**src/imucf_isqrt.sv**
```systemverilog
// Iterative integer square root, two radicand bits per cycle.
`default_nettype none
module imucf_isqrt (
    input  wire logic        i_clk,
    input  wire logic        i_rst_n,
    input  wire logic        i_start,
    input  wire logic [31:0] i_value,
    output logic             o_busy,
    output logic      [15:0] o_root
);
    logic [30:0] r_bit;
    logic [31:0] r_v;
    logic [32:0] r_res;
    logic [32:0] n_trial;

    assign n_trial = r_res + {2'b00, r_bit};
    assign o_busy  = |r_bit;
    assign o_root  = r_res[15:0];

    always_ff @(posedge i_clk) begin
        if (!i_rst_n) begin
            r_bit <= '0;
        end else if (i_start) begin
            r_bit <= 31'h4000_0000;
            r_v   <= i_value;
            r_res <= '0;
        end else if (o_busy) begin
            if ({1'b0, r_v} >= n_trial) begin
                r_v   <= 32'({1'b0, r_v} - n_trial);
                r_res <= (r_res >> 1) + {2'b00, r_bit};
            end else begin
                r_res <= r_res >> 1;
            end
            r_bit <= r_bit >> 2;
        end
    end
endmodule
`default_nettype wire

```
**config.mk**
```make
export PLATFORM = sky130hd
export DESIGN_NAME = imucf_isqrt
export DESIGN_NICKNAME = d
export VERILOG_FILES = /design/src/imucf_isqrt.sv
export SDC_FILE = /design/constraint.sdc
export NUM_CORES = 1
export LEC_CHECK = 0
export BUFFER_PORTS_ARGS = -buffer_cell sky130_fd_sc_hd__buf_4
export CORE_ASPECT_RATIO = 0.6
export CORE_MARGIN = 2
export CORE_UTILIZATION = 45
export CTS_BUF_LIST = sky130_fd_sc_hd__clkbuf_4 sky130_fd_sc_hd__clkbuf_8
export CTS_CLUSTER_SIZE = 12
export DETAILED_ROUTE_END_ITERATION = 10
export SLEW_MARGIN = 5
export SYNTH_ARGS = -nofsm -noshare
export SYNTH_HDL_FRONTEND = slang
export SYNTH_SLANG_ARGS = --single-unit
export TNS_END_PERCENT = 100
```
**constraint.sdc**
```tcl
create_clock -name i_clk -period 6.4 [get_ports i_clk]
set_input_delay 0.96 -clock i_clk [delete_from_list [all_inputs] [get_ports i_clk]]
set_output_delay 0.96 -clock i_clk [all_outputs]
set_load 0.05 [all_outputs]
```
* Word level (Yosys, flattened, before mapping) *
Index checks and enable logic that the tools add are counted.

word-level totals
  register bits after elaboration = 81
  bits of input ports = 35
  output and inout port bits = 17
  logic and storage cells = 22

cells by class
  $add $sub $neg = 3
  $lt $le $gt $ge = 1
  muxes and demuxes = 7
  bitwise gates (word level) = 1
  reductions and logical operators = 6

operators with widths
  operator            count
  $mux W32            3
  $mux W33            2
  $mux W31            2
  $add A32 B31 Y33    1
  $add A33 B31 Y33    1
  $ge A32 B33 Y1      1
  $sub A32 B32 Y32    1
  $reduce_or A16 Y1   1
  $reduce_bool A2 Y1  2
  $reduce_and A3 Y1   1
  $reduce_and A2 Y1   1
  $reduce_or A2 Y1    1
  $not A1 Y1          1

* Longest topological paths before layout *
Gate-level depths: netlist of run 1.

  depth after elaboration = 5
  mapped depth = 21
  gate-level depth less buffers = 19

* Worst setup path before layout of run 1 *
OpenSTA, ideal clock, no wires.

  path type = reg-to-reg
  from = register r_res[12]
  to = register r_v[0] (enable)
  library setup time = 470 ps
  arrival = 6360 ps
  data required time = 5930 ps
  setup slack = -431 ps
  cell stages (with the launch flop) = 20
  buffers on the path = 2
  clock period less this slack = 6831 ps
  cell sequence = edfxtp_1 -> ha_1 -> a31oi_1 -> o21bai_1 -> a211oi_2 -> a21boi_1 -> o31a_1 -> o21bai_1 -> a31oi_1 -> xor2_1 -> ha_1 -> buf_2 -> nand4_1 -> or3_1 -> nor4_1 -> a221o_1 -> or2_1 -> buf_6 -> nand2_1 -> a21boi_0

between the ends
  word-level cells in the longest chain between the ends = 4

RTL lines
  item                                 line  RTL
  start, declared                      13    logic [32:0] r_res;
  start signal, assigned               30    r_res <= (r_res >> 1) + {2'b00, r_bit};
  start signal, assigned               32    r_res <= r_res >> 1;
  $add A33 B31 Y33                     16    assign n_trial = r_res + {2'b00, r_bit};
  $ge A32 B33 Y1                       28    if ({1'b0, r_v} >= n_trial) begin
  $reduce_bool A2 Y1 (no source line)  n/a
  $reduce_and A3 Y1 (no source line)   n/a
  end signal, assigned                 25    r_v <= i_value;
  end signal, assigned                 29    r_v <= 32'({1'b0, r_v} - n_trial);
  end, declared                        12    logic [31:0] r_v;

No other way between the ends.
A chain may end at the register's enable or synchronous reset.

* Worst setup path after layout of run 1 *
  from = register r_res[12]
  to = register r_v[31] (enable)

The elaborated chain is that of the path after synthesis.

==> flow_summary.json, run 1 <==
{
  "status": "finished, final reports clean",
  "syn_nets": 911,
  "hpwlAfterDp_um": 14700,
  "maxSlewHeadroom_pct": 41.5,
  "final_util_pct": 50.8,
  "min_to": "r_bit[12]",
  "tritoncts": "yes",
  "dieArea_um2": 17300,
  "dp.cells": 1025,
  "finalNonFillerCells": 1041,
  "leakage_nw": 3.10,
  "rr_worst_depth": 18,
  "area_delta_synth_final_pct": 8.64,
  "fp-row-count": 35,
  "firstDrtPassIters": 5,
  "crit_path_top_delay_cell": "edfxtp_1",
  "setup_ws_ns": 0.692,
  "grt.total_usage_pct": 23.5,
  "ant_nets": 0,
  "synth.most_common_cell": "nand2_1",
  "multi_input_area_um2": 4690,
  "via_per_inst": 6.07,
  "hold_ws_ns": 0.521,
  "worst_clock_skew_ns": 0.00968,
  "required_ns": 6.41,
  "crit_type": "flip-flop to flip-flop",
  "hp-start": "r_bit[14]",
  "fin_setup_tns_ns": 0,
  "antenna_found_initial": 0,
  "io_pins": 52,
  "die_x_um": 168,
  "avgSynthCellArea_um2": 9.01,
  "fin_crit_sh_pct": 89.2,
  "startpoint_type": "flip-flop",
  "syn_area_um2": 7290,
  "fin_nets": 935,
  "yosysTopAreaCellShare_pct": 26.8,
  "vias": 6324,
  "start_util_pct": 46.7,
  "tightest_slew_ns": 0.877,
  "cp_cell_sequence": "ha_1 > a31oi_1 > o21bai_1 > a211oi_2 > a21boi_1 > o31a_1 > o21bai_1 > a31oi_1 > xor2_1 > ha_1 > nand4_1 > or3_1 > nor4_1 > a221o_1 > or2_1 > nand2_1 > a21boi_4 > buf_4",
  "p_per_area_nw_per_um2": 192,
  "diodes": 0,
  "rsz0062_at_grt": "false",
  "yosys.area.top_type": "edfxtp_1",
  "max_cap_violations": 0,
  "synth_cell_type_count": 75,
  "design_area_um2": 7920,
  "regArea_um2": 2270,
  "min_path_type": "flip-flop to flip-flop",
  "synthesis.instances": 809,
  "clock_latency_ns": 0.37,
  "dp_slack_ns": 0.731,
  "r2r_slack_ns": 0.69,
  "yosys-top-cells-area": "edfxtp_1, ha_1, nand2_1",
  "r2r_end": "r_v[31]",
  "port_buffers": 51,
  "setup_viol": 0,
  "fin_crit_ns": 5.71,
  "drt-total-wl_um": 19500,
  "ys_seq_elements": 81,
  "drt_iter0_markers": 565,
  "worst_ep_arrival_time_ns": 5.72,
  "peakVddDrop_mv": 0.0824,
  "final-hold-violation-count": 0,
  "ys_seq_area_share_pct": 31.2,
  "hold_depth": 1,
  "htreeDepth": 3,
  "fillers": 1461,
  "clk_pin_slew_ns": 0.09,
  "cts_resized": 0,
  "ctsHoldBuffers": 0,
  "maxSlewViolCount": 0,
  "synthArstFlopShare_pct": 0,
  "synthTopCellsByCount": "nand2_1, ha_1, edfxtp_1",
  "drc_errors": 0,
  "die_height_um": 103,
  "fmax_mhz": 175,
  "numCtsBuffers": 9,
  "core_area_um2": 15600,
  "cts_setup_buffers": 0,
  "grt_overflow": 0,
  "root_buffer": "clkbuf_8",
  "post_dp_cell_area_um2": 7710,
  "r2r-start": "r_res[12]",
  "grt_max_degree": 73,
  "routedWlPerCell_um": 18.7,
  "grt_pass1_vias": 5889,
  "cts.sinks": 81,
  "max_stage_delay_ns": 0.51,
  "yosysWarnings": 0,
  "crit_fanout": 32,
  "cts_buffer_depth": 2,
  "drive_gt1_share_pct": 14.1,
  "grt_pass1_wl_um": 31700,
  "globalplace.congestion": 0.927,
  "synth_flop_cell": "edfxtp_1",
  "cp-end-kind": "flip-flop",
  "synth-edff-count": 65,
  "power_mw": 1.52
}
[state kept, by name (all words and copies together), names as in the netlist]
| signal | cells |
|---|---|
| r_bit | 16 |
| r_v | 32 |
| r_res | 33 |
[worst max-delay path, delay by kind of cell, from the launching register on]
| kind | cells | cell delay, ns |
|---|---|---|
| buffers and inverters | 1 | 0.42 |
| XOR/XNOR | 1 | 0.11 |
| AND/OR/NAND/NOR | 5 | 1.29 |
| flip-flops | 1 | 0.51 |
| AO/OA/AOI/OAI | 9 | 2.18 |
| adder cells (fa/ha/maj) | 2 | 0.83 |
[power by group]
group / internal [mW] / total (mW) / leakage (nW) / switching, mW
Sequential: 0.612 / 0.647 / 0.751 / 0.0350
Clock: 0.208 / 0.417 / 0.111 / 0.209
Combinational: 0.174 / 0.454 / 2.24 / 0.279
Total: 0.994 / 1.52 / 3.10 / 0.524
[worst max-delay path by stage]
stage | startpoint | to | slack [ns]
final | r_res[12] | r_v[31] | 0.69
after global routing | r_res[12] | r_res[10] | 0.17
after CTS | r_res[12] | r_v[19] | 0.72
after detailed placement | r_res[12] | r_res[2] | 0.73
after global placement | r_res[12] | r_res[6] | 1.03
after floorplan | r_res[12] | r_v[0] | 0.41
[placed cells by master, fill, tap and decap left out, types with 5 or more instances in the layout]
cell      count
o31ai_1      15
clkbuf_8     11
nand2_1      89
and2_1       12
nand2b_1      5
a31o_2        6
o21ai_0      51
xnor2_1      27
nor2b_1      12
a211oi_1     20
nor3_1        8
edfxtp_1     65
o21bai_1     11
or2_2         5
a211oi_2     11
buf_4        59
ha_1         66
inv_1        14
a21o_1       18
nor2_1       54
nand3_1      15
xor2_1       38
nand4_1      12
nor4_1        8
a31oi_1      19
dfxtp_1      16
a21oi_1      64
o21a_1        6
and3_1       17
[metal layers]
metal	routed length, um	share of wire (%)	up-vias	GRT usage (%)
li1	-	-	3097	-
met1	10100	52	3008	35.7
met2	8060	41	197	35.3
met3	1050	5.4	22	3.45
met4	246	1.3	0	5.64
met5	0	0	-	0
[area by class of cell]
type	count	share of cell area, %
clock buffers	12	2.01
flip-flops and latches	81	28.7
inverters	14	0.664
repair buffers	59	5.60
multi-input cells	668	59.2
clock inverters	4	0.632
well taps	203	3.21
[kinds of logic (layout without fill, tap and decap cells)]
logic type | count (synthesis) | count (layout) | synth area share (%)
AOI/OAI and AO/OA | 269 | 269 | 25.6
muxes | 8 | 8 | 1.25
DFF | 81 | 81 | 31.2
adders and majority gates | 67 | 67 | 11.6
buffers and inverters | 60 | 89 | 4.67
xor gates and xnor gates | 65 | 65 | 7.81
and+or+nand+nor | 259 | 259 | 17.9
Power figures use the tool's default switching activity.
==> inputs of run 2 (changes only) <==
==> constraint.sdc (replaced) <==
create_clock -name i_clk -period 6.4 [get_ports i_clk]
set_input_delay 1.92 -clock i_clk [delete_from_list [all_inputs] [get_ports i_clk]]
set_output_delay 1.92 -clock i_clk [all_outputs]
set_load 0.05 [all_outputs]
==> run 2 against run 1 <==
Power is 4.5% higher. Combinational power is essentially flat. Final cell count stayed put. Die area is the same. Sequential power about the same. Critical path depth is 1 lower. Non-clock buffer count unchanged. Largest cell class unchanged. Hold slack better by 0.0053 ns. Core utilization grew 0.26 points. Maximum frequency increased by 1.0%. Critical path type unchanged. Critical endpoint is now r_res[2]. Worst setup slack improved by 0.059 ns.
==> flow_summary.json, run 2 (synthesized netlist as in run 1, its figures left out) <==
{
  "drt_iter0_markers": 552,
  "regMostFlops": "r_res",
  "drc_errors": 0,
  "cts_buffer_depth": 2,
  "cts.sinks": 81,
  "diodes": 0,
  "setup_viol": 0,
  "swShare_pct": 33.8,
  "startpoint_type": "flip-flop",
  "p_switching_mw": 0.536,
  "grt.total_usage_pct": 23.2,
  "drt-total-wl_um": 19400,
  "io_pins": 52,
  "antenna_found_initial": 0,
  "use_met1_pct": 35.0,
  "clock_latency_ns": 0.36,
  "numCtsBuffers": 9,
  "post_dp_cell_area_um2": 7710,
  "vias": 6344,
  "clk_pin_slew_ns": 0.10,
  "p_per_area_nw_per_um2": 199,
  "drive_gt1_share_pct": 14.1,
  "firstDrtPassIters": 7,
  "max_cap_violations": 0,
  "r2r_slack_ns": 0.75,
  "area_delta_synth_final_pct": 9.20,
  "globalplace.congestion": 0.937,
  "start_util_pct": 46.7,
  "root_buffer": "clkbuf_8",
  "fin_nets": 935,
  "grt_overflow": 0,
  "min_path_type": "flip-flop to flip-flop",
  "top_regs": "r_res: 33 flops, r_v: 32 flops, r_bit: 16 flops",
  "worst_clock_skew_ns": 0.0173,
  "worst_ep_arrival_time_ns": 5.73,
  "maxSlewViolCount": 0,
  "dp.cells": 1025,
  "final_util_pct": 51.0,
  "final-hold-violation-count": 0,
  "port_buffers": 51,
  "p_int_mw": 1.05,
  "required_ns": 6.48,
  "hold_depth": 1,
  "fin_setup_tns_ns": 0,
  "htreeDepth": 3,
  "leakage_nw": 3.11,
  "grt_pass1_wl_um": 31500,
  "crit_type": "flip-flop to flip-flop",
  "core_area_um2": 15600,
  "maxSlewHeadroom_pct": 38.3,
  "fmax_mhz": 177,
  "tightest_slew_ns": 0.925,
  "clockPowerShare_pct": 30.6,
  "status": "finished, final reports clean",
  "crit_fanout": 14,
  "final_cell_mix": "nand2_1, ha_1, edfxtp_1, a21oi_1, buf_4",
  "die_height_um": 103,
  "dieArea_um2": 17300,
  "grt_busiest_layer": "met2",
  "largest_register_ffs": 33,
  "grt_pass1_vias": 5998,
  "hold_ws_ns": 0.526,
  "peakVddDrop_mv": 0.0934,
  "via_per_inst": 6.09,
  "use_met2_pct": 35.3,
  "ctsHoldBuffers": 0,
  "routedWlPerCell_um": 18.6,
  "cts_setup_buffers": 0,
  "p_comb_share_pct": 28.6,
  "tritoncts": "yes",
  "power_frac_seq_pct": 40.8,
  "finalNonFillerCells": 1041,
  "grt_max_degree": 68,
  "fin_crit_ns": 5.65,
  "fin_crit_sh_pct": 88.3,
  "met3_usage_pct": 3.72,
  "cts_resized": 0,
  "rsz0062_at_grt": "false",
  "final_common_cell": "nand2_1",
  "die_x_um": 168,
  "cp-end-kind": "flip-flop",
  "ant_nets": 0,
  "rr_worst_depth": 17,
  "design_area_um2": 7960,
  "hpwlAfterDp_um": 14700,
  "fp-row-count": 35
}
run 2: cell types whose count changed in the layout (fill, tap and decap cells not counted), sizes merged:
cell / before / now
clkinvlp: 0 / 1
clkbuf: 12 / 9
bufinv: 1 / 3
run 2: path summary, 6_finish.rpt:
path / to / from
min: r_bit[16] / r_bit[18]
max reg2reg: r_res[2] / r_res[12]
min reg2reg: r_bit[16] / r_bit[18]
max: r_res[2] / r_res[12]
run 2: metrics by stage:
step	setup WS (ns)	total power, mW
detailed placement	0.770	1.11
finish	0.752	1.59
global placement	1.05	1.10
floorplan	0.414	0.999
CTS	0.751	1.59
global route	0.199	1.67
run 2: critical path: stages (launching register included):
cell,delay [ns]
edfxtp_1,0.52
ha_1,0.38
a31oi_1,0.23
o21bai_1,0.16
a211oi_2,0.36
a21boi_1,0.34
o31a_1,0.26
o21bai_1,0.13
a31oi_1,0.22
xor2_1,0.09
ha_1,0.43
nand4_1,0.15
or3_1,0.40
nor4_1,0.34
a221o_1,0.24
nor2_1,0.17
nor2_2,0.75
a211oi_1,0.17
run 2: layout make-up:
cell class                 instances  area [um^2]
sequential                        81         2270
tap                              203          254
fill                            1491         7630
timing repair buffer              59          443
clock buffer                       9          124
multi-input combinational        668         4690
inverter                          14         52.6
clock inverter                     7          126
run 2: power by group through the flow:
stage	clock network (mW)	logic [mW]	registers [mW]
after detailed placement	0	0.447	0.659
after floorplan	0	0.354	0.645
final	0.485	0.454	0.647
after global routing	0.518	0.501	0.651
after CTS	0.496	0.450	0.647
after global placement	0	0.439	0.658
run 2: routing by layer:
metal / routed length (um) / vias up
met2: 8080 / 206
li1: - / 3099
met5: 0 / -
met4: 83 / 0
met3: 1100 / 11
met1: 10100 / 3028
==> inputs of run 3 (changes only) <==
Settings changed: MAX_ROUTING_LAYER set to met4.
==> run 3 against run 2 <==
Combinational power about the same. First-iteration DRC count up 0.54%. Wire length about the same. Critical path depth unchanged. Core utilization unchanged. Hold slack better by 0.0034 ns. Clock skew up 0.00084 ns. Sequential cell count unchanged. Design area unchanged. Die area unchanged. Sequential power about the same.
==> flow_summary.json, run 3 (synthesized netlist as in run 1, its figures left out) <==
{
  "status": "finished, final reports clean",
  "grt_pass1_vias": 5993,
  "io_pins": 52,
  "crit_type": "flip-flop to flip-flop",
  "ant_nets": 0,
  "drc_errors": 0,
  "dp.cells": 1025,
  "clk_pin_slew_ns": 0.10,
  "final-hold-violation-count": 0,
  "clock_latency_ns": 0.37,
  "port_buffers": 51,
  "numCtsBuffers": 9,
  "maxSlewViolCount": 0,
  "r2r-start": "r_res[12]",
  "cts_setup_buffers": 0,
  "startpoint_type": "flip-flop",
  "fmax_mhz": 177,
  "final_cell_mix": "nand2_1, ha_1, edfxtp_1, a21oi_1, buf_4",
  "largest_register_ffs": 33,
  "die_x_um": 168,
  "r2r_slack_ns": 0.74,
  "final_common_cell": "nand2_1",
  "cts.sinks": 81,
  "core_area_um2": 15600,
  "rsz0062_at_grt": "false",
  "critPathLaunch": "r_res[12]",
  "fin_crit_ns": 5.66,
  "grt_max_degree": 68,
  "r2r_end": "r_res[2]",
  "worst_clock_skew_ns": 0.0182,
  "fin_crit_sh_pct": 88.5,
  "htreeDepth": 3,
  "max_cap_violations": 0,
  "finalNonFillerCells": 1041,
  "grt.total_usage_pct": 24.0,
  "fillers": 1491,
  "tightest_slew_ns": 0.946,
  "grt_pass1_wl_um": 31500,
  "diodes": 0,
  "grt_busiest_layer": "met2",
  "cp-end-kind": "flip-flop",
  "p_per_area_nw_per_um2": 200,
  "rr_worst_depth": 17,
  "antenna_found_initial": 0,
  "vias": 6276,
  "dieArea_um2": 17300,
  "use_met2_pct": 35.3,
  "via_per_inst": 6.03,
  "tritoncts": "yes",
  "cts_resized": 0,
  "min_path_type": "flip-flop to flip-flop",
  "ctsHoldBuffers": 0,
  "top_regs": "r_res: 33 flops, r_v: 32 flops, r_bit: 16 flops",
  "drive_gt1_share_pct": 14.1,
  "drt-total-wl_um": 19400,
  "setup_viol": 0,
  "multi_input_area_um2": 4690,
  "drt_iter0_markers": 555,
  "crit_fanout": 14,
  "met3_usage_pct": 3.72,
  "regMostFlops": "r_res",
  "fin_setup_tns_ns": 0,
  "root_buffer": "clkbuf_8",
  "use_met1_pct": 35.0,
  "dp_slack_ns": 0.770,
  "hpwlAfterDp_um": 14700,
  "globalplace.congestion": 0.953,
  "fp-row-count": 35,
  "peakVddDrop_mv": 0.0945,
  "regArea_um2": 2270,
  "crit_end": "r_res[2]",
  "start_util_pct": 46.7,
  "area_delta_synth_final_pct": 9.20,
  "die_height_um": 103,
  "hp-start": "r_bit[18]",
  "grt_overflow": 0,
  "fin_nets": 935,
  "leakage_nw": 3.11,
  "power_mw": 1.59,
  "cts_buffer_depth": 2,
  "routedWlPerCell_um": 18.7,
  "setup_ws_ns": 0.737,
  "firstDrtPassIters": 5,
  "worst_ep_arrival_time_ns": 5.75,
  "required_ns": 6.48,
  "final_util_pct": 51.0,
  "maxSlewHeadroom_pct": 36.8
}
-- run 3: cell counts in the layout (fill, tap and decap cells not counted) --
No cell type changed its count.
-- run 3: metrics by stage --
stage | area [um^2] | hold slack [ns]
finish | 7960 | 0.529
global route | 7960 | 0.540
CTS | 7960 | 0.524
detailed placement | 7710 | 0.515
global placement | 7710 | 0.510
floorplan | 7290 | 0.485
-- run 3: how the worst min path moves through the flow --
stage	to	slack, ns	cells past startpoint
2_1_floorplan	r_bit[0]	0.48	1
3_3_place_gp	r_bit[12]	0.51	1
3_5_place_dp	r_bit[12]	0.51	1
4_1_cts	r_bit[16]	0.52	1
5_1_grt	r_bit[16]	0.54	1
6_report	r_bit[16]	0.53	1
-- run 3: layer usage --
layer  vias to the layer above  share of wire (%)  wire length, um
met5                         -                  0                0
met2                       178                 42             8060
met4                         0               0.55              106
met1                      2991                 53            10400
met3                        13                4.6              891
li1                       3094                  -                -
-- run 3: area by class of cell --
type                       instances  area share, %
multi-input combinational        668           58.9
sequential                        81           28.6
timing repair buffer              59           5.57
tap                              203           3.19
clock inverter                     7           1.59
clock buffer                       9           1.56
inverter                          14          0.660
-- run 3: critical path, cell delays in order (launching register included) --
cell      delay, ns
edfxtp_1       0.52
ha_1           0.38
a31oi_1        0.23
o21bai_1       0.16
a211oi_2       0.35
a21boi_1       0.35
o31a_1         0.27
o21bai_1       0.13
a31oi_1        0.22
xor2_1         0.09
ha_1           0.43
nand4_1        0.15
or3_1          0.40
nor4_1         0.34
a221o_1        0.24
nor2_1         0.17
nor2_2         0.75
a211oi_1       0.17
-- run 3: power by group --
| group | total, mW | leakage [nW] | switching (mW) | internal, mW |
|---|---|---|---|---|
| Sequential | 0.647 | 0.751 | 0.0351 | 0.612 |
| Clock | 0.487 | 0.122 | 0.222 | 0.264 |
| Combinational | 0.454 | 2.24 | 0.280 | 0.175 |
| Total | 1.59 | 3.11 | 0.537 | 1.05 |
