==> config.mk <==
export PLATFORM = sky130hd
export DESIGN_NAME = imucf_cordic
export DESIGN_NICKNAME = d
export VERILOG_FILES = /design/src/imucf_pkg.sv /design/src/imucf_cordic.sv
export SDC_FILE = /design/constraint.sdc
export NUM_CORES = 1
export LEC_CHECK = 0
export BUFFER_PORTS_ARGS = -buffer_cell sky130_fd_sc_hd__buf_4
export CORE_ASPECT_RATIO = 1.2
export CORE_MARGIN = 1
export CORE_UTILIZATION = 40
export CTS_CLUSTER_DIAMETER = 60
export DETAILED_ROUTE_END_ITERATION = 10
export GPL_TIMING_DRIVEN = 0
export PLACE_DENSITY = 0.58
export SLEW_MARGIN = 20
export SYNTH_ARGS = -nofsm -noshare
export SYNTH_HDL_FRONTEND = slang
export SYNTH_SLANG_ARGS = --single-unit
==> constraint.sdc <==
create_clock -name i_clk -period 18.32 [get_ports i_clk]
set_clock_uncertainty 0.1 [all_clocks]
set_input_delay 0.916 -clock i_clk [delete_from_list [all_inputs] [get_ports i_clk]]
set_output_delay 0.916 -clock i_clk [all_outputs]
set_load 0.1 [all_outputs]
==> src/imucf_pkg.sv <==
// Shared constants, types and the arctangent table of the attitude filter.
`default_nettype none
package imucf_pkg;

    localparam int CORDIC_STEPS_DEF = 16;
    localparam int TABLE_LEN        = 24;

    // Configuration register indexes.
    localparam logic REG_RESTRICT = 1'b0;
    localparam logic REG_GFS      = 1'b1;

    localparam logic signed [33:0] DEG180  = 34'sd11796480;
    localparam logic signed [33:0] DEG360  = 34'sd23592960;
    localparam logic signed [21:0] W_GYRO  = 22'sd62259;
    localparam logic signed [21:0] W_ACCEL = 22'sd3277;
    localparam logic signed [21:0] ROT_K   = 22'sd46341;
    localparam logic signed [31:0] FS_BASE = 32'sd250;

    typedef logic signed [31:0] t_angle;
    typedef logic signed [17:0] t_vec;

    // atan(2^-i) in Q16.16 degrees.
    function automatic t_angle atan_entry(input logic [4:0] idx);
        t_angle v;
        unique case (idx)
            5'd0:    v = 32'sd2949120;
            5'd1:    v = 32'sd1740967;
            5'd2:    v = 32'sd919879;
            5'd3:    v = 32'sd466945;
            5'd4:    v = 32'sd234379;
            5'd5:    v = 32'sd117304;
            5'd6:    v = 32'sd58666;
            5'd7:    v = 32'sd29335;
            5'd8:    v = 32'sd14668;
            5'd9:    v = 32'sd7334;
            5'd10:   v = 32'sd3667;
            5'd11:   v = 32'sd1833;
            5'd12:   v = 32'sd917;
            5'd13:   v = 32'sd458;
            5'd14:   v = 32'sd229;
            5'd15:   v = 32'sd115;
            5'd16:   v = 32'sd57;
            5'd17:   v = 32'sd29;
            5'd18:   v = 32'sd14;
            5'd19:   v = 32'sd7;
            5'd20:   v = 32'sd4;
            5'd21:   v = 32'sd2;
            5'd22:   v = 32'sd1;
            default: v = 32'sd0;
        endcase
        return v;
    endfunction

endpackage
`default_nettype wire

==> src/imucf_cordic.sv <==
// Iterative CORDIC vectoring unit giving atan2(y, x) in Q16.16 degrees.
`default_nettype none
module imucf_cordic #(
    parameter int CORDIC_STEPS = imucf_pkg::CORDIC_STEPS_DEF
) (
    input  wire logic              i_clk,
    input  wire logic              i_rst_n,
    input  wire logic              i_start,
    input  wire imucf_pkg::t_vec   i_y,
    input  wire imucf_pkg::t_vec   i_x,
    output logic                   o_busy,
    output imucf_pkg::t_angle      o_angle
);
    localparam int N  = (CORDIC_STEPS < imucf_pkg::TABLE_LEN) ? CORDIC_STEPS
                                                               : imucf_pkg::TABLE_LEN;
    localparam int CW = $clog2(N + 1);

    logic                    r_busy;
    logic                    r_skip;
    logic [CW-1:0]           r_i;
    logic signed [33:0]      r_x;
    logic signed [33:0]      r_y;
    imucf_pkg::t_angle       r_z;
    imucf_pkg::t_angle       r_base;
    logic signed [33:0]      n_x;
    logic signed [33:0]      n_y;
    imucf_pkg::t_angle       n_z;
    logic signed [33:0]      c_xe;
    logic signed [33:0]      c_ye;
    imucf_pkg::t_angle       c_step;

    assign c_xe   = 34'(i_x);
    assign c_ye   = 34'(i_y);
    assign c_step = imucf_pkg::atan_entry(5'(r_i));

    always_comb begin
        if (r_y >= 0) begin
            n_x = r_x + (r_y >>> r_i);
            n_y = r_y - (r_x >>> r_i);
            n_z = r_z + c_step;
        end else begin
            n_x = r_x - (r_y >>> r_i);
            n_y = r_y + (r_x >>> r_i);
            n_z = r_z - c_step;
        end
    end

    assign o_busy  = r_busy;
    assign o_angle = r_base + r_z;

    always_ff @(posedge i_clk) begin
        if (!i_rst_n) begin
            r_busy <= 1'b0;
        end else if (i_start) begin
            r_busy <= 1'b1;
            r_i    <= '0;
            r_z    <= '0;
            r_skip <= (i_y == 0);
            // A left half-plane vector is turned through 180 degrees first.
            if (i_y == 0) begin
                r_base <= (i_x < 0) ? 32'(imucf_pkg::DEG180) : 32'sd0;
            end else if (i_x < 0) begin
                r_base <= (i_y > 0) ? 32'(imucf_pkg::DEG180) : 32'(-imucf_pkg::DEG180);
            end else begin
                r_base <= 32'sd0;
            end
            r_x <= ((i_x < 0) ? -c_xe : c_xe) <<< 12;
            r_y <= ((i_x < 0) ? -c_ye : c_ye) <<< 12;
        end else if (r_busy) begin
            if (r_skip || (r_i == CW'(N))) begin
                r_busy <= 1'b0;
            end else begin
                r_x <= n_x;
                r_y <= n_y;
                r_z <= n_z;
                r_i <= r_i + CW'(1);
            end
        end
    end
endmodule
`default_nettype wire

# Word level (Yosys, flattened, before mapping)

Memories as Yosys holds them, arrays and structs flattened. A register that Yosys moved wholly into a read port is not among the register bits.
Cells that the tools add are included.

Logic and storage cells: 56
ROM bits: 704
Memories: 1
Register bits: 139
Input port bits: 39

$lt $le $gt $ge: 3
Equality and inequality tests: 2
Shift-type cells: 2
Reduce and logical (&&, ||, !) cells: 5
Add/sub/neg operators: 10
Multiplexer cells: 24

Memories:

| memory           | depth | width | rd ports | clocked after Yosys merged registers in | wr ports | RTL line        | source |
|---|---|---|---|---|---|---|---|
| (name not given) | 32    | 22    | 1        | 1                                       | 0        | imucf_pkg.sv:25 | `unique case (idx)` |

Operator list:

| cell                  | number |
|---|---|
| $mux W34              | 8 |
| $mux W32              | 6 |
| $add A34 B34 Y34      | 2 |
| $sshr A34 B5 Y34      | 2 |
| $sub A34 B34 Y34      | 2 |
| $add A32 B32 Y32      | 2 |
| $mux W22              | 2 |
| $neg A18 Y22          | 2 |
| $ge A34 B1 Y1 const B | 1 |
| $logic_not A32 Y1     | 1 |
| $sub A32 B32 Y32      | 1 |
| $mux W24              | 1 |
| $mux W5               | 4 |
| $gt A18 B1 Y1 const B | 1 |
| $lt A18 B1 Y1 const B | 1 |
| $add A5 B1 Y5 const B | 1 |
| $eq A5 B5 Y1 const B  | 1 |
| $mux W1               | 3 |
| $reduce_and A3 Y1     | 1 |
| $ne A2 B2 Y1 const B  | 1 |
| $reduce_and A2 Y1     | 1 |
| $reduce_bool A2 Y1    | 1 |
| $logic_or A1 B1 Y1    | 1 |

# Longest topological paths before layout

Gate-level depths: netlist of the first run.

Depth after elaboration: 6
Mapped depth: 29
Mapped depth without buffers: 23

# Worst setup path after synthesis of the first run

No wires, ideal clock.

Path type: register to register
Start point: reg r_i[1]
End point: reg, netlist name c_step[2]
Required time: 18.090 ns
Slack: 11.315 ns
Clock period less this slack: 7.005 ns
Arrival time: 6.775 ns
Path buffers: 3
Cell stages (with the launch flop): 15
Library setup time: 0.130 ns
Cells stage by stage: edfxtp_1 > inv_2 > buf_1 > clkbuf_1 > ha_1 > a311oi_1 > or2_2 > clkbuf_1 > o21ai_1 > inv_1 > ha_1 > nor2_1 > nor3_1 > a31oi_1 > o22ai_1

Word-level cells in the longest chain between the ends: 5

Ends and longest elaborated chain:

| item                                                          | RTL line                               | source |
|---|---|---|
| start, declared                                               | imucf_cordic.sv:20                     | `logic [CW-1:0] r_i;` |
| start signal, assigned                                        | imucf_cordic.sv:76                     | `r_i <= r_i + CW'(1);` |
| $add A5 B1 Y5 / $eq A5 B5 Y1 (equally long branches)          | imucf_cordic.sv:76, imucf_cordic.sv:70 |  |
| $mux W5 / $logic_or A1 B1 Y1 (equally long branches)          | imucf_cordic.sv:70                     | `if (r_skip \|\| (r_i == CW'(N))) begin` |
| $mux W5 / $ne A2 B2 Y1 (equally long branches)                | --                                     |  |
| $mux W5 (no line) / $reduce_and A3 Y1 (equally long branches) | --                                     |  |
| $mux W5 (no line) (*)                                         | --                                     |  |

Mark *: on every way between the ends. The rest lies on a longest branch, timed or not. The select of a mux whose other input is x is not followed.
A chain may end at the register's enable or synchronous reset.

# Worst setup path after layout of the first run

Start point: reg r_i[4]
End point: reg r_x[28] (data pin)

Word-level cells in the longest chain between the ends: 6

Ends and longest elaborated chain:

| item                                                        | RTL line                               | source |
|---|---|---|
| $sshr A34 B5 Y34 (*)                                        | imucf_cordic.sv:38, imucf_cordic.sv:42 |  |
| $sub A34 B34 Y34 / $add A34 B34 Y34 (equally long branches) | imucf_cordic.sv:42, imucf_cordic.sv:38 |  |
| $mux W34 (*)                                                | imucf_cordic.sv:37                     | `if (r_y >= 0) begin` |
| $mux W34 (*)                                                | imucf_cordic.sv:70                     |  |
| $mux W34 (*)                                                | imucf_cordic.sv:69                     | `end else if (r_busy) begin` |
| $mux W34 (*)                                                | imucf_cordic.sv:54                     | `end else if (i_start) begin` |
| end signal, assigned                                        | imucf_cordic.sv:67                     | `r_x <= ((i_x < 0) ? -c_xe : c_xe) <<< 12;` |
| end signal, assigned                                        | imucf_cordic.sv:73                     | `r_x <= n_x;` |
| end, declared                                               | imucf_cordic.sv:21                     | `logic signed [33:0] r_x;` |

Marks and branches as above.

==> results of run 1 <==
-- layer usage --
| layer | vias up | part of all wire | wire [um] | global-route usage |
|---|---|---|---|---|
| li1 | 8428 | - | - | - |
| met1 | 9427 | 0.38 | 33480 | 0.4487 |
| met2 | 984 | 0.46 | 40570 | 0.6039 |
| met3 | 251 | 0.078 | 6836 | 0.06813 |
| met4 | 0 | 0.075 | 6537 | 0.2429 |
| met5 | - | 0 | 0 | 0 |
-- placed cells by master (no fill, tap or decap), drive strengths merged, types with 68 or more instances in the layout --
| master | instances |
|---|---|
| clkbuf | 76 |
| inv | 68 |
| a21oi | 153 |
| edfxtp | 109 |
| mux4 | 79 |
| o21ai | 162 |
| nand2 | 196 |
| buf | 158 |
| nor2 | 235 |
| xnor2 | 137 |
| ha | 124 |
-- per-stage QoR --
step / instances / total power [W] / utilization / setup slack (ps)
after CTS: 2918 / 0.002189 / 0.4492 / 10120
after global routing: 2919 / 0.002326 / 0.4492 / 9667
after detailed placement: 2886 / 0.001783 / 0.4349 / 10150
final: 2920 / 0.002210 / 0.4493 / 9854
after floorplan: 2196 / 0.001419 / - / 11310
after global placement: 2883 / 0.001781 / 0.4334 / 7563
-- power by group --
group	switching (W)	internal, W	total, W	leakage, nW
clock	0.000162	0.000235	0.000398	0.322
combinational	0.000846	0.000500	0.00135	6.47
sequential	0.0000732	0.000393	0.000466	1.23
total	0.00108	0.00113	0.00221	8.02
-- kinds of logic (layout without fill, tap and decap cells) --
logic type,count (synthesis),in the layout,synth area share
other cells,0,2,0
xor+xnor,199,199,0.09365
mux,178,178,0.1515
buf+inv,201,307,0.05331
fa+ha+maj,128,128,0.08767
compound gates,639,639,0.2258
simple gates,719,719,0.1874
flops,132,132,0.2006
-- flip-flops by register name, indices dropped and copies added (netlist names) --
| name | cells |
|---|---|
| r_x | 34 |
| r_y | 34 |
| r_z | 32 |
| c_step | 22 |
| r_i | 5 |
| r_base | 3 |
| o_busy | 1 |
| r_skip | 1 |
-- path summary, 6_finish.rpt --
check | endpoint | cells past startpoint | slack, ps | start
worst max register to register | r_x[28] | 25 | 9850 | r_i[4]
worst min-delay path | r_base[18] | 1 | 630 | i_x[17]
worst min register to register | r_z[0] | 2 | 630 | c_step[0]
worst max-delay path | r_x[28] | 25 | 9850 | r_i[4]
-- layout make-up --
type,count,area [um2],share of cell area
clock inverter,13,181.4,0.008788
clock buffer,19,475.5,0.02303
tap,616,770.7,0.03734
inverter,60,225.2,0.01091
sequential,132,3734,0.1809
timing repair buffer,74,595.6,0.02885
multi-input combinational,1863,13880,0.6726
buffer,141,772.0,0.03740
antenna,2,5.005,0.0002424
-- critical path, cell delays in order (launching register included) --
cell and delay (ps):
edfxtp_1 700, clkbuf_1 570, buf_1 470, buf_2 460, buf_1 560, clkbuf_1 630
clkbuf_1 440, a22o_1 290, ha_1 210, o221ai_2 170, nor4_4 420, nand2_1 160
nand2_1 120, xnor2_1 80, and2_1 190, ha_1 410, inv_1 130, o21bai_1 150
a21o_1 200, nor2_1 60, o2111ai_1 110, o211ai_1 210, o31ai_1 450, nor4_1 100
or4b_2 640, and3_1 160
==> results.py, run 1 <==
metrics = {
    "run_status": {
        "status": "finished, final reports clean",
    },
    "global_route": {
        "grt.overflow.total": 0,
        "grt.total_usage": 0.3719,
        "grt_pass1_vias": 18450,
        "grt_pass1_wl_mm": 126.1,
        "grt_max_degree": 54,
        "antenna_found_initial": 3,
    },
    "detailed_routing": {
        "routedWlPerCell_um": 29.94,
        "drt_pass1_iterations": 8,
        "drc_errors": 0,
        "ant_nets": 0,
        "vias": 19090,
        "drt_wl_total_mm": 87.42,
        "dr.first_iter.drc_count": 1850,
        "vias_per_cell": 6.538,
    },
    "cells_and_area": {
        "drive_gt1_frac": 0.1429,
        "fill_cells": 4611,
        "syn2layout_area_growth_pct": 10.92,
        "final_nets": 2456,
        "post-route-cell-area_um2": 20640,
    },
    "cts": {
        "cts_setup_buffers": 0,
        "cts_resized": 0,
        "htreeDepth": 4,
        "cts_tree": "done",
        "cts_root_buffer": "clkbuf_16",
        "clockBufferDepth": 2,
        "cts_buffers": 17,
        "cts.sinks": 132,
        "hold_buffers": 0,
        "insertion_delay_ps": 460,
        "clk_pin_slew_ps": 70,
    },
    "placement": {
        "place_congestion": 1.055,
        "hpwlAfterDp_mm": 69.13,
        "io_buffer_count": 71,
        "placed_area_um2": 19980,
    },
    "synthesis": {
        "syn_area_per_cell_um2": 8.475,
        "yosysSeqAreaShare": 0.2006,
        "yosysUniqueCellTypes": 105,
        "yosysMostFrequentCell": "nor2_1",
        "synth_top_cells_by_count": "235 x nor2_1, 195 x nand2_1, 153 x o21ai_0",
        "ys_async_sr_fraction": 0,
        "synth_top_area_share": 0.1759,
        "netlist_instances": 2196,
        "synth-edff-count": 109,
        "syn_nets": 2363,
        "ys_warn_count": 0,
        "synth_area_leaders": "edfxtp_1 18%, mux4_2 9.6%, ha_1 8.3%",
        "ys_seq_elements": 132,
        "ys_dominant_reg_cell": "edfxtp_1",
        "netlist_area_um2": 18610,
        "synth_top_area_cell": "edfxtp_1",
    },
    "run": {
        "cap_viol_max_count": 0,
    },
    "sta": {
        "hold-worst-slack_ps": 632.1,
        "post-route-period-util": 0.4621,
        "rsz0062_at_grt": "no",
        "max_freq_ghz": 0.1181,
        "maxSlewViolCount": 0,
        "fin_setup_tns_ps": 0,
        "finalHoldViolations": 0,
        "setup_viol": 0,
        "fin_crit_ps": 8466,
        "worstMarginPinSlew_ps": 1194,
        "maxSlewHeadroom": 0.2042,
    },
    "worst_setup_path": {
        "crit_path_max_fanout": 10,
        "endpoint_kind": "flop",
        "arrival_ps": 8580,
        "cp-start-kind": "flop",
        "cp_data_required_time_ps": 18430,
        "critPathKind": "flop to flop",
    },
    "floorplan": {
        "start_util": 0.4050,
        "row_count": 86,
        "die_w_um": 198.9,
        "fp.dieH_um": 238.3,
        "core_region_area_um2": 45950,
        "dieArea_um2": 47400,
        "ios": 72,
    },
    "pwr": {
        "power.leakage_nw": 8.024,
        "p_per_area_nw_per_um2": 107.1,
        "ir_drop_mv": 0.08575,
    },
    "hold_path": {
        "hold_class": "primary input to flop",
    },
}
Note: power is estimated with default switching activity, not from simulation.
==> inputs of run 2 (changes only) <==
==> constraint.sdc (replaced) <==
create_clock -name i_clk -period 8.6 [get_ports i_clk]
set_clock_uncertainty 0.1 [all_clocks]
set_input_delay 0.43 -clock i_clk [delete_from_list [all_inputs] [get_ports i_clk]]
set_output_delay 0.43 -clock i_clk [all_outputs]
set_load 0.1 [all_outputs]
==> run 2 against run 1 <==
Effect of this change: sequential share of layout area about the same; wire length about the same; total power up 110%; combinational power up 110%; first-iteration DRC count down 0.27%; critical path depth unchanged; sequential cell count unchanged; largest cell class unchanged; worst setup slack worse by 9700 ps; cell count unchanged; register-to-register slack worse by 9700 ps.
==> results.py, run 2 (same netlist as run 1, synthesis figures left out) <==
metrics = {
    "sta": {
        "rsz0062_at_grt": "no",
        "maxSlewHeadroom": 0.2051,
        "maxSlewViolCount": 0,
        "worstMarginPinSlew_ps": 1192,
        "fin_crit_ps": 8461,
        "post-route-period-util": 0.9838,
        "max_freq_ghz": 0.1182,
        "setup_viol": 0,
        "finalHoldViolations": 0,
    },
    "detailed_routing": {
        "drt_pass1_iterations": 8,
        "routedWlPerCell_um": 29.95,
        "drc_errors": 0,
        "ant_nets": 0,
        "vias_per_cell": 6.528,
        "drt_wl_total_mm": 87.44,
        "vias": 19060,
        "dr.first_iter.drc_count": 1845,
    },
    "floorplan": {
        "die_w_um": 198.9,
        "fp.dieH_um": 238.3,
        "start_util": 0.4050,
        "core_region_area_um2": 45950,
        "dieArea_um2": 47400,
        "row_count": 86,
        "ios": 72,
    },
    "cts": {
        "hold_buffers": 0,
        "cts_buffers": 17,
        "htreeDepth": 4,
        "cts_tree": "done",
        "cts_root_buffer": "clkbuf_16",
        "insertion_delay_ps": 460,
        "cts_setup_buffers": 0,
        "clk_pin_slew_ps": 70,
        "cts.sinks": 132,
        "clockBufferDepth": 2,
    },
    "placement": {
        "hpwlAfterDp_mm": 69.13,
        "dp_cells": 2886,
        "io_buffer_count": 71,
        "place_congestion": 1.055,
    },
    "hold_path": {
        "hold_class": "primary input to flop",
        "hp-start": "i_x[17]",
    },
    "global_route": {
        "grt_pass1_wl_mm": 126.1,
        "grt.total_usage": 0.3719,
        "grt_pass1_vias": 18450,
        "grt.overflow.total": 0,
        "antenna_found_initial": 3,
        "grt_max_degree": 54,
    },
    "pwr": {
        "p_sw_w": 0.002304,
        "power.leakage_nw": 8.027,
        "combPwrFrac": 0.609,
        "p_clk_frac": 0.180,
        "p_per_area_nw_per_um2": 228.0,
        "total_power_w": 0.004708,
        "swShare": 0.4893,
        "ir_drop_mv": 0.1827,
        "seqPwrFrac": 0.211,
        "power.internal_w": 0.002404,
    },
    "cells_and_area": {
        "final_cell_mix": "235 x nor2_1, 195 x nand2_1, 153 x o21ai_0",
        "layoutNonFillerInstCount": 2920,
        "drive_gt1_frac": 0.1434,
        "final_nets": 2456,
        "syn2layout_area_growth_pct": 10.93,
        "fill_cells": 4612,
        "reg_top3": "r_x: 34 flops, r_y: 34 flops, r_z: 32 flops",
        "final_common_cell": "nor2_1",
    },
    "worst_setup_path": {
        "endpoint_kind": "flop",
        "cp_data_required_time_ps": 8710,
        "r2r-start": "r_i[4]",
        "cp-start-kind": "flop",
        "slowest_delay_ps": 790,
        "crit_path_max_fanout": 10,
        "cp_slowest_cell": "buf_1",
        "critPathLaunch": "r_i[4]",
        "arrival_ps": 8570,
        "critPathKind": "flop to flop",
    },
    "run_status": {
        "status": "finished, final reports clean",
    },
    "run": {
        "cap_viol_max_count": 0,
    },
}
## run 2: cell types whose count changed in the layout (fill, tap and decap cells not counted)
cell	before	now
clkbuf_2	0	1
clkbuf_1	56	55
## run 2: per-layer routing
metal	wire length (um)	track usage	part of all wire	up-vias
met1	33460	0.4487	0.38	9386
met3	6939	0.06813	0.079	253
met5	0	0	0	-
li1	-	-	-	8431
met4	6437	0.2429	0.074	0
met2	40610	0.6039	0.46	991
## run 2: power by group through the flow
stage	registers [W]	clock network, W	logic [W]
after floorplan	0.000923	0	0.00210
after detailed placement	0.000997	0	0.00280
final	0.000994	0.000847	0.00287
after global placement	0.00100	0	0.00279
after global routing	0.000999	0.000882	0.00307
after CTS	0.000986	0.000855	0.00282
## run 2: metrics by stage
step / instance area (um2) / util / setup TNS, ps / worst slack (ps) / hold slack, ps
floorplan: 18610 / - / 0 / 1595 / 428.9
global placement: 19910 / 0.4334 / -40650 / -2157 / 582.6
detailed placement: 19980 / 0.4349 / 0 / 431.1 / 592.7
CTS: 20640 / 0.4492 / 0 / 402.0 / 116.8
global route: 20640 / 0.4493 / 0 / 5.205 / 116.2
finish: 20640 / 0.4493 / 0 / 139.0 / 143.0
## run 2: worst paths after layout
check	endpoint	slack (ps)	cells after the start
hold reg to reg	r_z[0]	630	2
setup reg to reg	r_x[28]	140	25
hold / removal	r_base[18]	140	1
setup / recovery	r_x[28]	140	25
## run 2: layout make-up
type                       count  area (um2)  area share
multi-input combinational   1863       13880      0.6725
sequential                   132        3734      0.1808
buffer                       141       773.2     0.03745
tap                          616       770.7     0.03733
timing repair buffer          74       595.6     0.02885
clock buffer                  19       475.5     0.02303
inverter                      60       225.2     0.01091
clock inverter                13       181.4    0.008788
antenna                        2       5.005   0.0002424
## run 2: critical path: cells and delay by family (launching register included)
kind | cells | cell delay (ps)
AO/OA/AOI/OAI | 8 | 1820
XOR/XNOR | 1 | 80
adder cells (fa/ha/maj) | 2 | 690
buffers and inverters | 6 | 3020
flip-flops | 1 | 630
AND/OR/NAND/NOR | 8 | 1850
## run 2: repair_timing
action / in CTS / in global routing
endpoints found under the hold margin: 0 / 0
resized for setup: 0 / 2
setup endpoints to repair: 0 / 1
